<file path="src/sv/bpd_pkg.sv">
// ----------------------------------------------------------------------------
// bpd_pkg
// Shared types, constants and helpers for the biosignal packet deframer.
// ----------------------------------------------------------------------------
package bpd_pkg;

   localparam int EEG_WORDS = 4;
   localparam int AUX_BYTES = 6;

   localparam logic [5:0] LAST_INDEX = 6'd32;
   localparam logic [5:0] MAX_INDEX  = 6'd33;
   localparam logic [5:0] EEG_FIRST  = 6'd2;
   localparam logic [5:0] EEG_LAST   = 6'd13;
   localparam logic [5:0] AUX_FIRST  = 6'd26;
   localparam logic [5:0] AUX_LAST   = 6'd31;

   localparam logic [7:0] START_CODE = 8'hA0;
   localparam logic [7:0] END_ACCEL  = 8'hC0;
   localparam logic [7:0] END_ANALOG = 8'hC1;
   localparam logic [7:0] END_LAST   = 8'hC6;

   typedef enum logic [1:0] {
      STATUS_GOOD   = 2'd0,
      STATUS_LENGTH = 2'd1,
      STATUS_START  = 2'd2,
      STATUS_END    = 2'd3
   } status_type;

   typedef enum logic [1:0] {
      KIND_RAW    = 2'd0,
      KIND_ACCEL  = 2'd1,
      KIND_ANALOG = 2'd2
   } aux_kind_type;

   typedef struct packed {
      logic                             at_end;
      logic                             start_seen;
      logic [7:0]                       sample;
      logic [EEG_WORDS-1:0][23:0]       eeg;
      logic [AUX_BYTES-1:0][7:0]        aux;
   } frame_type;

   function automatic logic [1:0] eeg_slot(input logic [5:0] idx);
      logic [1:0] slot;
      priority if (idx <= 6'd4) begin
         slot = 2'd0;
      end else if (idx <= 6'd7) begin
         slot = 2'd1;
      end else if (idx <= 6'd10) begin
         slot = 2'd2;
      end else begin
         slot = 2'd3;
      end
      return slot;
   endfunction

   function automatic logic [15:0] neg_sat16(input logic [15:0] w);
      logic [15:0] r;
      if (w == 16'h8000) begin
         r = 16'h7FFF;
      end else begin
         r = 16'h0000 - w;
      end
      return r;
   endfunction

endpackage

</file>
<file path="src/sv/biosignal_packet_deframer_top.sv">
// ----------------------------------------------------------------------------
// biosignal_packet_deframer_top
// Takes a 33-byte biosignal datagram one byte per word, with a flag on the
// final byte, and returns one result word per datagram carrying a status
// (ok, wrong length, bad start, bad end), the sample number, four signed
// 24-bit EEG counts and three aux words, remapped as accelerometer axes on
// end byte 0xC0 and tagged as analog inputs on 0xC1. One byte is taken every
// cycle; the result appears in the cycle after its final byte, held in a single
// output register. Bytes keep flowing while that register waits, and only a
// final byte arriving while the previous result is still untaken is stalled.
// ----------------------------------------------------------------------------
module biosignal_packet_deframer_top
   import bpd_pkg::*;
(
   input  logic               clock,
   input  logic               reset,
   input  logic               req_valid,
   output logic               req_ready,
   input  logic [7:0]         req_data_byte,
   input  logic               req_last_byte,
   output logic               rsp_valid,
   input  logic               rsp_ready,
   output logic [1:0]         rsp_status,
   output logic [7:0]         rsp_sample_number,
   output logic signed [23:0] rsp_eeg_one,
   output logic signed [23:0] rsp_eeg_two,
   output logic signed [23:0] rsp_eeg_three,
   output logic signed [23:0] rsp_eeg_four,
   output logic signed [15:0] rsp_aux_first,
   output logic signed [15:0] rsp_aux_second,
   output logic signed [15:0] rsp_aux_third,
   output logic [7:0]         rsp_end_marker,
   output logic [1:0]         rsp_aux_kind
);

   frame_type frame;
   logic      take;
   logic      load;

   assign req_ready = ~reset & (~req_last_byte | ~rsp_valid | rsp_ready);
   assign take      = req_valid & req_ready;
   assign load      = take & req_last_byte;

   bpd_capture u_capture (
      .clock     (clock),
      .reset     (reset),
      .take      (take),
      .data_byte (req_data_byte),
      .last_byte (req_last_byte),
      .frame     (frame)
   );

   bpd_result u_result (
      .clock             (clock),
      .reset             (reset),
      .load              (load),
      .data_byte         (req_data_byte),
      .frame             (frame),
      .rsp_ready         (rsp_ready),
      .rsp_valid         (rsp_valid),
      .rsp_status        (rsp_status),
      .rsp_sample_number (rsp_sample_number),
      .rsp_eeg_one       (rsp_eeg_one),
      .rsp_eeg_two       (rsp_eeg_two),
      .rsp_eeg_three     (rsp_eeg_three),
      .rsp_eeg_four      (rsp_eeg_four),
      .rsp_aux_first     (rsp_aux_first),
      .rsp_aux_second    (rsp_aux_second),
      .rsp_aux_third     (rsp_aux_third),
      .rsp_end_marker    (rsp_end_marker),
      .rsp_aux_kind      (rsp_aux_kind)
   );

endmodule

</file>
<file path="src/sv/bpd_capture.sv">
// ----------------------------------------------------------------------------
// bpd_capture
// Byte position counter and field capture registers for one datagram.
// ----------------------------------------------------------------------------
module bpd_capture
   import bpd_pkg::*;
(
   input  logic       clock,
   input  logic       reset,
   input  logic       take,
   input  logic [7:0] data_byte,
   input  logic       last_byte,
   output frame_type  frame
);

   logic [5:0]                 byte_index_ff, byte_index_in;
   logic                       start_seen_ff, start_seen_in;
   logic [7:0]                 sample_ff, sample_in;
   logic [EEG_WORDS-1:0][23:0] eeg_ff, eeg_in;
   logic [AUX_BYTES-1:0][7:0]  aux_ff, aux_in;
   logic [1:0]                 eeg_sel;
   logic [2:0]                 aux_off;

   assign eeg_sel = eeg_slot(byte_index_ff);
   assign aux_off = 3'(byte_index_ff - AUX_FIRST);

   always_comb begin
      byte_index_in = byte_index_ff;
      start_seen_in = start_seen_ff;
      sample_in     = sample_ff;
      eeg_in        = eeg_ff;
      aux_in        = aux_ff;
      if (take) begin
         if (byte_index_ff == 6'd0) begin
            start_seen_in = (data_byte == START_CODE);
         end else if (byte_index_ff == 6'd1) begin
            sample_in = data_byte;
         end else if (byte_index_ff >= EEG_FIRST && byte_index_ff <= EEG_LAST) begin
            eeg_in[eeg_sel] = {eeg_ff[eeg_sel][15:0], data_byte};
         end else if (byte_index_ff >= AUX_FIRST && byte_index_ff <= AUX_LAST) begin
            aux_in[aux_off] = data_byte;
         end
         if (last_byte) begin
            byte_index_in = 6'd0;
            start_seen_in = 1'b0;
         end else if (byte_index_ff < MAX_INDEX) begin
            byte_index_in = byte_index_ff + 6'd1;
         end
      end
   end

   always_ff @(posedge clock) begin
      if (reset) begin
         byte_index_ff <= 6'd0;
         start_seen_ff <= 1'b0;
      end else begin
         byte_index_ff <= byte_index_in;
         start_seen_ff <= start_seen_in;
      end
   end

   always_ff @(posedge clock) begin
      sample_ff <= sample_in;
      eeg_ff    <= eeg_in;
      aux_ff    <= aux_in;
   end

   assign frame.at_end     = (byte_index_ff == LAST_INDEX);
   assign frame.start_seen = start_seen_ff;
   assign frame.sample     = sample_ff;
   assign frame.eeg        = eeg_ff;
   assign frame.aux        = aux_ff;

   a_index_bounded: assert property (@(posedge clock) disable iff (reset)
      byte_index_ff <= MAX_INDEX)
      else $error("byte index beyond saturation point");

   a_last_restarts: assert property (@(posedge clock) disable iff (reset)
      take && last_byte |=> byte_index_ff == 6'd0 && !start_seen_ff)
      else $error("datagram state not cleared after final byte");

endmodule

</file>
<file path="src/sv/bpd_result.sv">
// ----------------------------------------------------------------------------
// bpd_result
// Status check, aux remapping and the result register.
// ----------------------------------------------------------------------------
module bpd_result
   import bpd_pkg::*;
(
   input  logic               clock,
   input  logic               reset,
   input  logic               load,
   input  logic [7:0]         data_byte,
   input  frame_type          frame,
   input  logic               rsp_ready,
   output logic               rsp_valid,
   output logic [1:0]         rsp_status,
   output logic [7:0]         rsp_sample_number,
   output logic signed [23:0] rsp_eeg_one,
   output logic signed [23:0] rsp_eeg_two,
   output logic signed [23:0] rsp_eeg_three,
   output logic signed [23:0] rsp_eeg_four,
   output logic signed [15:0] rsp_aux_first,
   output logic signed [15:0] rsp_aux_second,
   output logic signed [15:0] rsp_aux_third,
   output logic [7:0]         rsp_end_marker,
   output logic [1:0]         rsp_aux_kind
);

   logic                       valid_ff, valid_in;
   status_type                 status_ff, status_in;
   aux_kind_type               kind_ff, kind_in;
   logic [7:0]                 sample_ff, sample_in;
   logic [EEG_WORDS-1:0][23:0] eeg_ff, eeg_in;
   logic [15:0]                aux_a_ff, aux_a_in;
   logic [15:0]                aux_b_ff, aux_b_in;
   logic [15:0]                aux_c_ff, aux_c_in;
   logic [7:0]                 end_ff, end_in;
   logic [15:0]                word_lo, word_mid, word_hi;

   assign word_lo  = {frame.aux[0], frame.aux[1]};
   assign word_mid = {frame.aux[2], frame.aux[3]};
   assign word_hi  = {frame.aux[4], frame.aux[5]};

   always_comb begin
      priority if (!frame.at_end) begin
         status_in = STATUS_LENGTH;
      end else if (!frame.start_seen) begin
         status_in = STATUS_START;
      end else if (data_byte < END_ACCEL || data_byte > END_LAST) begin
         status_in = STATUS_END;
      end else begin
         status_in = STATUS_GOOD;
      end
   end

   always_comb begin
      sample_in = 8'd0;
      eeg_in    = '0;
      aux_a_in  = 16'd0;
      aux_b_in  = 16'd0;
      aux_c_in  = 16'd0;
      kind_in   = KIND_RAW;
      end_in    = data_byte;
      if (status_in == STATUS_GOOD) begin
         sample_in = frame.sample;
         eeg_in    = frame.eeg;
         if (data_byte == END_ACCEL) begin
            aux_a_in = word_mid;
            aux_b_in = word_lo;
            aux_c_in = neg_sat16(word_hi);
            kind_in  = KIND_ACCEL;
         end else begin
            aux_a_in = word_lo;
            aux_b_in = word_mid;
            aux_c_in = word_hi;
            kind_in  = (data_byte == END_ANALOG) ? KIND_ANALOG : KIND_RAW;
         end
      end
   end

   assign valid_in = load | (valid_ff & ~rsp_ready);

   always_ff @(posedge clock) begin
      if (reset) begin
         valid_ff <= 1'b0;
      end else begin
         valid_ff <= valid_in;
      end
   end

   always_ff @(posedge clock) begin
      if (load) begin
         status_ff <= status_in;
         kind_ff   <= kind_in;
         sample_ff <= sample_in;
         eeg_ff    <= eeg_in;
         aux_a_ff  <= aux_a_in;
         aux_b_ff  <= aux_b_in;
         aux_c_ff  <= aux_c_in;
         end_ff    <= end_in;
      end
   end

   assign rsp_valid         = valid_ff;
   assign rsp_status        = status_ff;
   assign rsp_sample_number = sample_ff;
   assign rsp_eeg_one       = eeg_ff[0];
   assign rsp_eeg_two       = eeg_ff[1];
   assign rsp_eeg_three     = eeg_ff[2];
   assign rsp_eeg_four      = eeg_ff[3];
   assign rsp_aux_first     = aux_a_ff;
   assign rsp_aux_second    = aux_b_ff;
   assign rsp_aux_third     = aux_c_ff;
   assign rsp_end_marker    = end_ff;
   assign rsp_aux_kind      = kind_ff;

   a_load_shows: assert property (@(posedge clock) disable iff (reset)
      load |=> valid_ff)
      else $error("loaded result not presented");

   a_ok_end_range: assert property (@(posedge clock) disable iff (reset)
      valid_ff && status_ff == STATUS_GOOD |-> end_ff >= END_ACCEL && end_ff <= END_LAST)
      else $error("ok status with end byte out of range");

   a_error_zeroed: assert property (@(posedge clock) disable iff (reset)
      valid_ff && status_ff != STATUS_GOOD
         |-> kind_ff == KIND_RAW && sample_ff == 8'd0 && aux_c_ff == 16'd0)
      else $error("error result carries payload");

endmodule

</file>
<file path="config.mk">
export PLATFORM = sky130hd
export DESIGN_NAME = biosignal_packet_deframer_top
export DESIGN_NICKNAME = d
export VERILOG_FILES = /design/src/sv/bpd_pkg.sv /design/src/sv/biosignal_packet_deframer_top.sv /design/src/sv/bpd_capture.sv /design/src/sv/bpd_result.sv
export SDC_FILE = /design/constraint.sdc
export NUM_CORES = 1
export LEC_CHECK = 0
export CORE_MARGIN = 10
export CORE_UTILIZATION = 57
export DETAILED_ROUTE_END_ITERATION = 8
export DONT_BUFFER_PORTS = 1
export PLACE_DENSITY = 0.85
export SYNTH_ARGS = -nofsm -noshare
export SYNTH_HDL_FRONTEND = slang
export SYNTH_SLANG_ARGS = --single-unit
</file>
<file path="constraint.sdc">
create_clock -name clock -period 13.8 [get_ports clock]
set_clock_uncertainty 0.2 [all_clocks]
set_input_delay 1.38 -clock clock [delete_from_list [all_inputs] [get_ports clock]]
set_output_delay 1.38 -clock clock [all_outputs]
set_load 0.01 [all_outputs]
</file>
==> results summary, run 1 <==
The max-slew violation count was 0. The maximum fanout along the worst path is 21. In this run, placement finished with an instance count of 1028. The row count is 53. The critical path is of the in -> reg type. The number of buffers created by CTS came out at 31. The signal arrival time at the worst endpoint came out at ~3.9 ns. The number of post-CTS setup repair buffers came out at 0. The total DRC errors in the routed layout is 0.

The final critical-path setup slack is between 9 and 10 ns. From left edge to right edge, the die measures 166 µm. The global routing usage summed across all routing layers came out at between 10% and 20%. The power after layout is about 1.9 mW. The number of warning messages in the yosys log came out at 0.

The type of element launching the critical path is an input pin. Synthesis produced a netlist whose cell count is 776. The run finished with clean final reports. The synthesis-stage register bit count came out at between 300 and 400. The maximum vdd ir drop came out at slightly above 0.09 mV. The congestion estimate from routability-driven global placement came to about 0.85. The type of the worst min-delay path is reg -> reg. The synthesized area divided by synthesized cell count came out at 15.7 µm².

The clock latency of the later-clocked register in the worst-skew pair is 0.55 ns. The wire length reported by the detailed router is about 26000 µm. The number of routed nets with antenna violations is 0.

The mean number of vias per cell came out at between 6 and 7. The smallest clock period supported by the final layout is computed as between 3 and 4 ns. The chip height came out at 166 µm. The number of synthesized flops with an enable pin is between 300 and 400. Sorting the synthesized cells by area gives the leading types as edfxtp_1 (78%), and2_1 (5.4%), nand2_1 (3.4%), a21oi_1 (1.9%), a222oi_1 (1.3%). The half-perimeter wire length of the detailed placement result is ~17000 µm. The area fraction of the dominant cell type after synthesis came out at between 70% and 80%. Timing would allow up to 259 MHz. The number of gates resized after CTS was 0. The number of global-route vias before repair came to between 6000 and 7000. The post-synthesis async set-or-reset flop share came out at 0%. The setup slack at placement came out at approximately 9.6 ns.

The post-route fraction of the period consumed by the critical path is about 28%. The number of standard cells in the layout, taps in and fillers out is about 1100. The transition time of the tightest slew-check pin came out at between 1 and 1.5 ns. The wire length of the first global-routing pass came out at ~40000 µm. The tool flagged a number of max-cap violations equal to 0. The leakage power summed over all cells came out at between 4 and 5 nW.

CTS placed an instance of clkbuf_16 at the clock tree root. Measured against its own limit, the worst slew margin works out to 19.4%. The biggest area contributor in the post-synthesis netlist is edfxtp_1. Summed over all layers, the global routing overflow is 0. At the worst endpoint, the required time is ~14 ns. For this block, the initial DRC count from the detailed router was between 800 and 900. The hold violation count in the final report is 0. In this run the cell area of the synthesized design comes to approximately 0.012 mm².

Entering global routing, the biggest net connects 112 pins. During I/O placement, the number of pins put on the boundary was 179. The initial cell density of the core is 57.9%. The sequential share of the synthesized area came out at 79.3%. In the layout the commonest cells are edfxtp_1 (316), nand2_1 (109), and2_1 (106). The total via count after detailed routing is approximately 6600. Setup repair after global routing left no endpoint under its margin. The most common library cell in the layout ignoring fill and taps is edfxtp_1. The post-route netlist has 8.42% of its cells at a drive strength greater than 1.

The final net count came out at about 800. The average wire per standard cell came out at about 24 µm. The number of distinct library cells after synthesis came out at 53.

The first-pass detailed-route iteration total is 8. The number of antenna diodes in the final layout is 0. The final number of setup-violating endpoints came out at 0. The number of hold buffers added after CTS was 0. The worst-case clock buffer depth is 3. The core area is 0.0210 mm². In the synthesized netlist the dominant register cell turns out to be edfxtp_1. The areal power density over the cells came out at 141 mW/mm². The number of antenna violations at the first check in global routing came to 0. The worst setup path is captured at a flop. Compared with the post-synthesis result, the final layout area differs by 10.6%. The sink count of the clock tree came out at 324. The setup TNS after final layout is 0 ns. The net count after synthesis is roughly 790. The clock transition at the registers of the reported paths came out at 0.06 ns. The number of I/O port buffers came out at 0. The TritonCTS clock tree is yes. The total die area is about 0.028 mm².

The H-tree depth reported by CTS is 1.
==> report_power, final <==
group	internal, mW	switching [mW]	leakage [nW]
Combinational	0.00257	0.0109	1.03
Sequential	1.08	0.00413	3.25
Clock	0.465	0.336	0.472
Total	1.54	0.351	4.75
==> kinds of logic after synthesis <==
group | after synthesis | share of synthesized area (%)
compound gates | 95 | 5.53
xor+xnor | 3 | 0.216
fa+ha+maj | 5 | 0.514
buf+inv | 48 | 1.61
flops | 324 | 79.3
simple gates | 301 | 12.9
==> area by class of cell <==
| type | count | area, µm² |
|---|---|---|
| timing repair buffer | 14 | 105 |
| multi-input combinational | 404 | 2360 |
| tap | 275 | 344 |
| clock buffer | 37 | 798 |
| sequential | 324 | 9650 |
| clock inverter | 18 | 163 |
| inverter | 11 | 41.3 |
| fill | 1370 | 7560 |
==> stage by stage <==
| step | instance area [µm²] | hold slack (ns) | utilization (%) |
|---|---|---|---|
| 6_report | 13500 | 0.316 | 64.0 |
| 5_1_grt | 13500 | 0.326 | 64.0 |
| 4_1_cts | 13500 | 0.314 | 64.0 |
| 3_5_place_dp | 12500 | 0.303 | 59.5 |
| 3_3_place_gp | 12500 | 0.300 | 59.5 |
| 2_1_floorplan | 12200 | 0.297 | - |
==> cell usage after synthesis (2+ instances only) <==
master,n
edfxtp_1,316
nand2_1,109
and2_1,106
a21oi_1,45
clkbuf_1,34
nor2_1,28
a222oi_1,16
nor3_1,13
inv_1,11
dfxtp_1,8
nor2b_1,6
a31oi_1,5
and3_1,5
ha_1,5
nor4_1,5
a311oi_1,4
nand3_1,4
o221a_1,4
or3_1,4
a211oi_1,3
nand4_1,3
o21ai_1,3
xor2_1,3
and4_1,2
buf_6,2
nand3b_1,2
nor4bb_1,2
o21ai_0,2
o311ai_0,2
==> per-layer routing <==
layer,wire [µm],up-vias,GRT usage (%)
met1,10000,3236,24.1
met4,892,0,6.74
met2,12800,376,28.4
li1,-,2912,-
met3,2720,57,4.92
met5,0,-,0
==> critical path, cell delays in order <==
cell and delay [ns]:
and3b_1 0.23, nor4_1 0.87, o311ai_0 0.64, nor2b_2 0.38
buf_4 0.36
==> path summary, 6_finish.rpt <==
check | cells after the start | startpoint | end | slack, ns
worst max-delay path | 5 | rsp_ready | u_capture.frame[115]$_DFFE_PP_ | 9.94
worst max register to register | 5 | u_result.rsp_valid$_SDFF_PP0_ | u_capture.frame[115]$_DFFE_PP_ | 10.39
worst min-delay path | 1 | u_capture.sample_ff[5]$_DFFE_PP_ | u_result.rsp_sample_number[5]$_SDFFCE_PP0P_ | 0.32
worst min register to register | 1 | u_capture.sample_ff[5]$_DFFE_PP_ | u_result.rsp_sample_number[5]$_SDFFCE_PP0P_ | 0.32
==> sequential cells by signal, summed over array words and instances, names as in the netlist <==
signal	cells
u_capture.frame	144
u_result.rsp_eeg_four	24
u_result.rsp_eeg_one	24
u_result.rsp_eeg_three	24
u_result.rsp_eeg_two	24
u_result.rsp_aux_first	16
u_result.rsp_aux_second	16
u_result.rsp_aux_third	16
u_capture.sample_ff	8
u_result.rsp_end_marker	8
u_result.rsp_sample_number	8
u_capture.byte_index_ff	6
u_result.rsp_aux_kind	2
u_result.rsp_status	2
u_capture.start_seen_ff	1
u_result.rsp_valid	1
Power figures use the tool's default switching activity.
==> run 2, diff against run 1 <==
--- a/config.mk
+++ b/config.mk
@@ -5,6 +5,7 @@
 export SDC_FILE = /design/constraint.sdc
 export NUM_CORES = 1
 export LEC_CHECK = 0
+export ABC_AREA = 1
 export CORE_MARGIN = 10
 export CORE_UTILIZATION = 57
 export DETAILED_ROUTE_END_ITERATION = 8
==> constraint.sdc (replaced) <==
create_clock -name clock -period 3.5 [get_ports clock]
set_clock_uncertainty 0.2 [all_clocks]
set_input_delay 0.35 -clock clock [delete_from_list [all_inputs] [get_ports clock]]
set_output_delay 0.35 -clock clock [all_outputs]
set_load 0.01 [all_outputs]
==> run 2 against run 1 <==
Against the previous run:
- sequential share of layout area shrank 2.9 points
- routed wire length up 4.2%
- clock power increased to 4.4 times the previous value
- first-iteration DRC count shrank 4.7%
- register-to-register slack worse by 9.6 ns
- hold slack lost 0.29 ns
- highest routed layer unchanged
- non-clock buffer count is 10 higher
- sequential power increased to 4.0 times the previous value
- sequential cell count unchanged
==> results summary, run 2 <==
The run finished with clean final reports. The setup slack at placement is 0.845 ns (-8.72 ns). The critical path class is in -> reg. The leakage power summed over all cells is 5.45 nW (+15%).

The total overflow reported by the global router came out at 0 (unchanged). The cell count after synthesis is 976 (+26%). The overall die width is 168 µm (+1.3%). The primary flip-flop cell chosen by synthesis mapping is edfxtp_1. The number of maximum-capacitance constraint violations came out at 0 (unchanged). The row count was 54 (+1.9%). The type of element launching the critical path is an input pin.

The number of post-CTS setup repair buffers was 0 (unchanged). The half-perimeter wire length of the detailed placement result was 18200 µm (+8.5%). The number of I/O port buffers was 0 (unchanged). The worst-case clock buffer depth is 3 (unchanged). The synthesized area divided by synthesized cell count came out at 12.9 µm² (-18%). The maximum fanout along the worst path is 34 (+62%). The number of buffers created by CTS is 31 (unchanged).

The netlist area before placement came out at 0.0125 mm² (+3.0%). Ranked by total cell area, the synthesized netlist is headed by edfxtp_1 (76%), nand2_1 (5.9%), inv_1 (4.4%), nor2_1 (4.3%), dfxtp_1 (1.3%). The cell sitting at the root of the clock tree is a clkbuf_16. The total die area came to 0.0283 mm² (+2.7%).

The pin count of the biggest net entering global routing is 72 (-36%). The worst path buffer plus inverter count was 3 (+2). The beginning of the critical path is req_data_byte[3]. The core area is 0.0218 mm² (+3.5%). The leading area contributor after synthesis is edfxtp_1. The maximum vdd ir drop was 0.414 mV (+350%). The layout filler cell count is 1512 (+10%). The most common cell in the synthesized netlist is edfxtp_1.

The number of distinct library cells after synthesis was 31 (-42%). The max-slew violation count is 0 (unchanged). The delay of the slowest cell on the worst path is 0.83 ns (-0.04 ns). The post-route fraction of the period consumed by the critical path is 80.4%. The area occupied by multi-input gates is 0.00213 mm² (-9.6%). The minimum clock period after layout is roughly 2.8 ns. The critical path goes through dlygate4sd3_1, nor2_1, nand2_1, nor2_4, buf_4, inv_2, nor2_4, o21ai_0, nand2_1.

The final cell utilization of the core came out at 64.5% (+0.48 points). The wire length reported by the detailed router came out at 27600 µm (+4.2%). The sequential cell area in the final layout was 0.00965 mm² (about the same). The sink count of the clock tree is 324 (unchanged).

The chip height was 168 µm (+1.3%). The global routing usage summed across all routing layers is 18.7% (+0.51 points). The mean number of vias per cell came to 5.44 (-10%).

The clock transition at the registers of the reported paths came out at 0.06 ns (about the same). The startpoint identified for the worst register-to-register timing path is u_capture.byte_index_ff[1]$_SDFFE_PP0P_. Derived from the worst setup path, the maximum achievable clock frequency is 355 MHz. The average wire per standard cell is 21.0 µm (-14%). The initial cell density of the core came out at 57.6% (-0.26 points). The total DRC errors in the routed layout came out at 0 (unchanged). TritonCTS built the clock tree. The count of antenna diodes in the layout came out at 0 (unchanged). The power after layout came out at 7.91 mW (+320%). The number of buffers inserted by hold repair at cts is 12 (+12). The number of global-route vias before repair is 6964 (+11%). The worst setup path is captured at a flop. The H-tree depth reported by CTS was 1 (unchanged). The area fraction of the dominant cell type after synthesis came out at 75.7% (-2.3 points). The total via count after detailed routing was 7137 (+8.4%). The endpoint required time on the critical path came out at 3.74 ns (-10.08 ns).

The synthesis-stage register bit count was 324 (unchanged). The ratio of cells with drive above 1 in the final layout is 8.91% (+0.50 points). The min-delay analysis places its worst path in the category in -> reg.

The number of warning messages in the yosys log was 0 (unchanged). Leaving out fill and tap cells, the most frequent cell in the layout is edfxtp_1. The final number of setup-violating endpoints was 0 (unchanged). The number of antenna violations at the first check in global routing came out at 0 (unchanged). The hold violation count in the final report was 0 (unchanged). The number of routed nets with antenna violations is 0 (unchanged).

The first-pass detailed-route iteration total came to 5 (-3). The relative slew slack came out at 44.9% (+25 points). The sequential share of the synthesized area is 76.9% (-2.3 points). The clock latency of the later-clocked register in the worst-skew pair was 0.57 ns (+0.02 ns). The flip-flop count of the largest register after layout is 144 (unchanged). The source of the worst hold timing path is req_last_byte. The transition time of the tightest slew-check pin is 0.824 ns (-0.375 ns). The initial detailed-routing violation count is 840 (-4.7%). Sorting the synthesized cells by how often they occur yields edfxtp_1 (316), nand2_1 (197), inv_1 (146). The final critical-path setup slack was 0.686 ns (-9.25 ns). The post-cts resize count is 0 (unchanged). The total I/O pin count was 179 (unchanged). The cell family contributing the most delay on the critical path is simple AND/OR/NAND/NOR gates.

The wire length of the first global-routing pass came out at 41400 µm (+4.4%). The post-synthesis async set-or-reset flop share is 0% (unchanged). The number of synthesized flops with an enable pin is 316 (unchanged).

In the layout the commonest cells are edfxtp_1 (316), nand2_1 (196), inv_1 (143). The area overhead of the layout relative to synthesis is 11.9%. The signal arrival time at the worst endpoint is 3.05 ns (-0.83 ns).

The slowest stage of the critical path is the dlygate4sd3_1 cell. The net count after synthesis was 994 (+25%). The areal power density over the cells came out at 564 mW/mm² (+300%). The final net count is 1025 (+27%). The final estimated routing congestion in global placement came to 0.856 (+1.1%).

Setup repair after global routing left no endpoint under its margin.
## run 2: cell types whose count changed after synthesis, sizes merged, moves of 6 or more
cell,before,now
buf,3,26
nor2,29,154
and2,106,0
inv,11,152
a222oi,16,0
nand2,109,199
o21ai,5,29
nor3,13,5
nand3,4,31
clkbuf,34,0
a21oi,46,26
nor2b,6,0
## run 2: report_power, final
part / internal (mW) / total (mW) / switching [mW]
combinational: 0.0229 / 0.100 / 0.0775
clock: 2.08 / 3.49 / 1.41
sequential: 4.28 / 4.32 / 0.0486
## run 2: per-layer routing
metal	part of all wire [%]	global-route usage [%]
met5	0	0
met4	2.6	5.56
met3	8.0	4.26
met2	52	32.7
met1	37	22.7
## run 2: area by class of cell
type	instances	area share, %
Clock buffer	37	5.69
Clock inverter	21	2.00
Multi-Input combinational cell	474	15.2
Inverter	152	4.18
Timing Repair Buffer	24	1.68
Sequential cell	324	68.8
Tap cell	280	2.50
## run 2: worst min-delay path: cells and delay by family
family | cells | cell delay (ns)
simple gates | 5 | 0.38
## run 2: stage by stage
step,area [µm²],cells,TNS (ns),hold WS [ns]
after floorplan,12600,976,-32.97,0.212
after global placement,12800,1242,0,0.215
after detailed placement,12800,1242,0,0.214
after CTS,14000,1312,0,0.00639
after global routing,14000,1312,0,0.0549
final,14000,1312,0,0.0220
## run 2: logic make-up (layout without fill, tap and decap cells)
kind of cell | Yosys count | in the layout | synth area share [%]
buffers and inverters | 178 | 234 | 6.23
AOI/OAI and AO/OA | 66 | 66 | 2.90
xor gates and xnor gates | 4 | 4 | 0.279
DFF | 324 | 324 | 76.9
adders and majority gates | 5 | 5 | 0.499
and+or+nand+nor | 399 | 399 | 13.2
## run 2: final timing paths
path / end / slack, ns / depth (start not counted)
max reg2reg: u_capture.frame[53]$_DFFE_PP_ / 0.79 / 7
max: u_result.rsp_aux_third[1]$_SDFFCE_PP0P_ / 0.69 / 9
min reg2reg: u_capture.start_seen_ff$_SDFFE_PP0P_ / 0.32 / 2
min: u_capture.start_seen_ff$_SDFFE_PP0P_ / 0.02 / 5
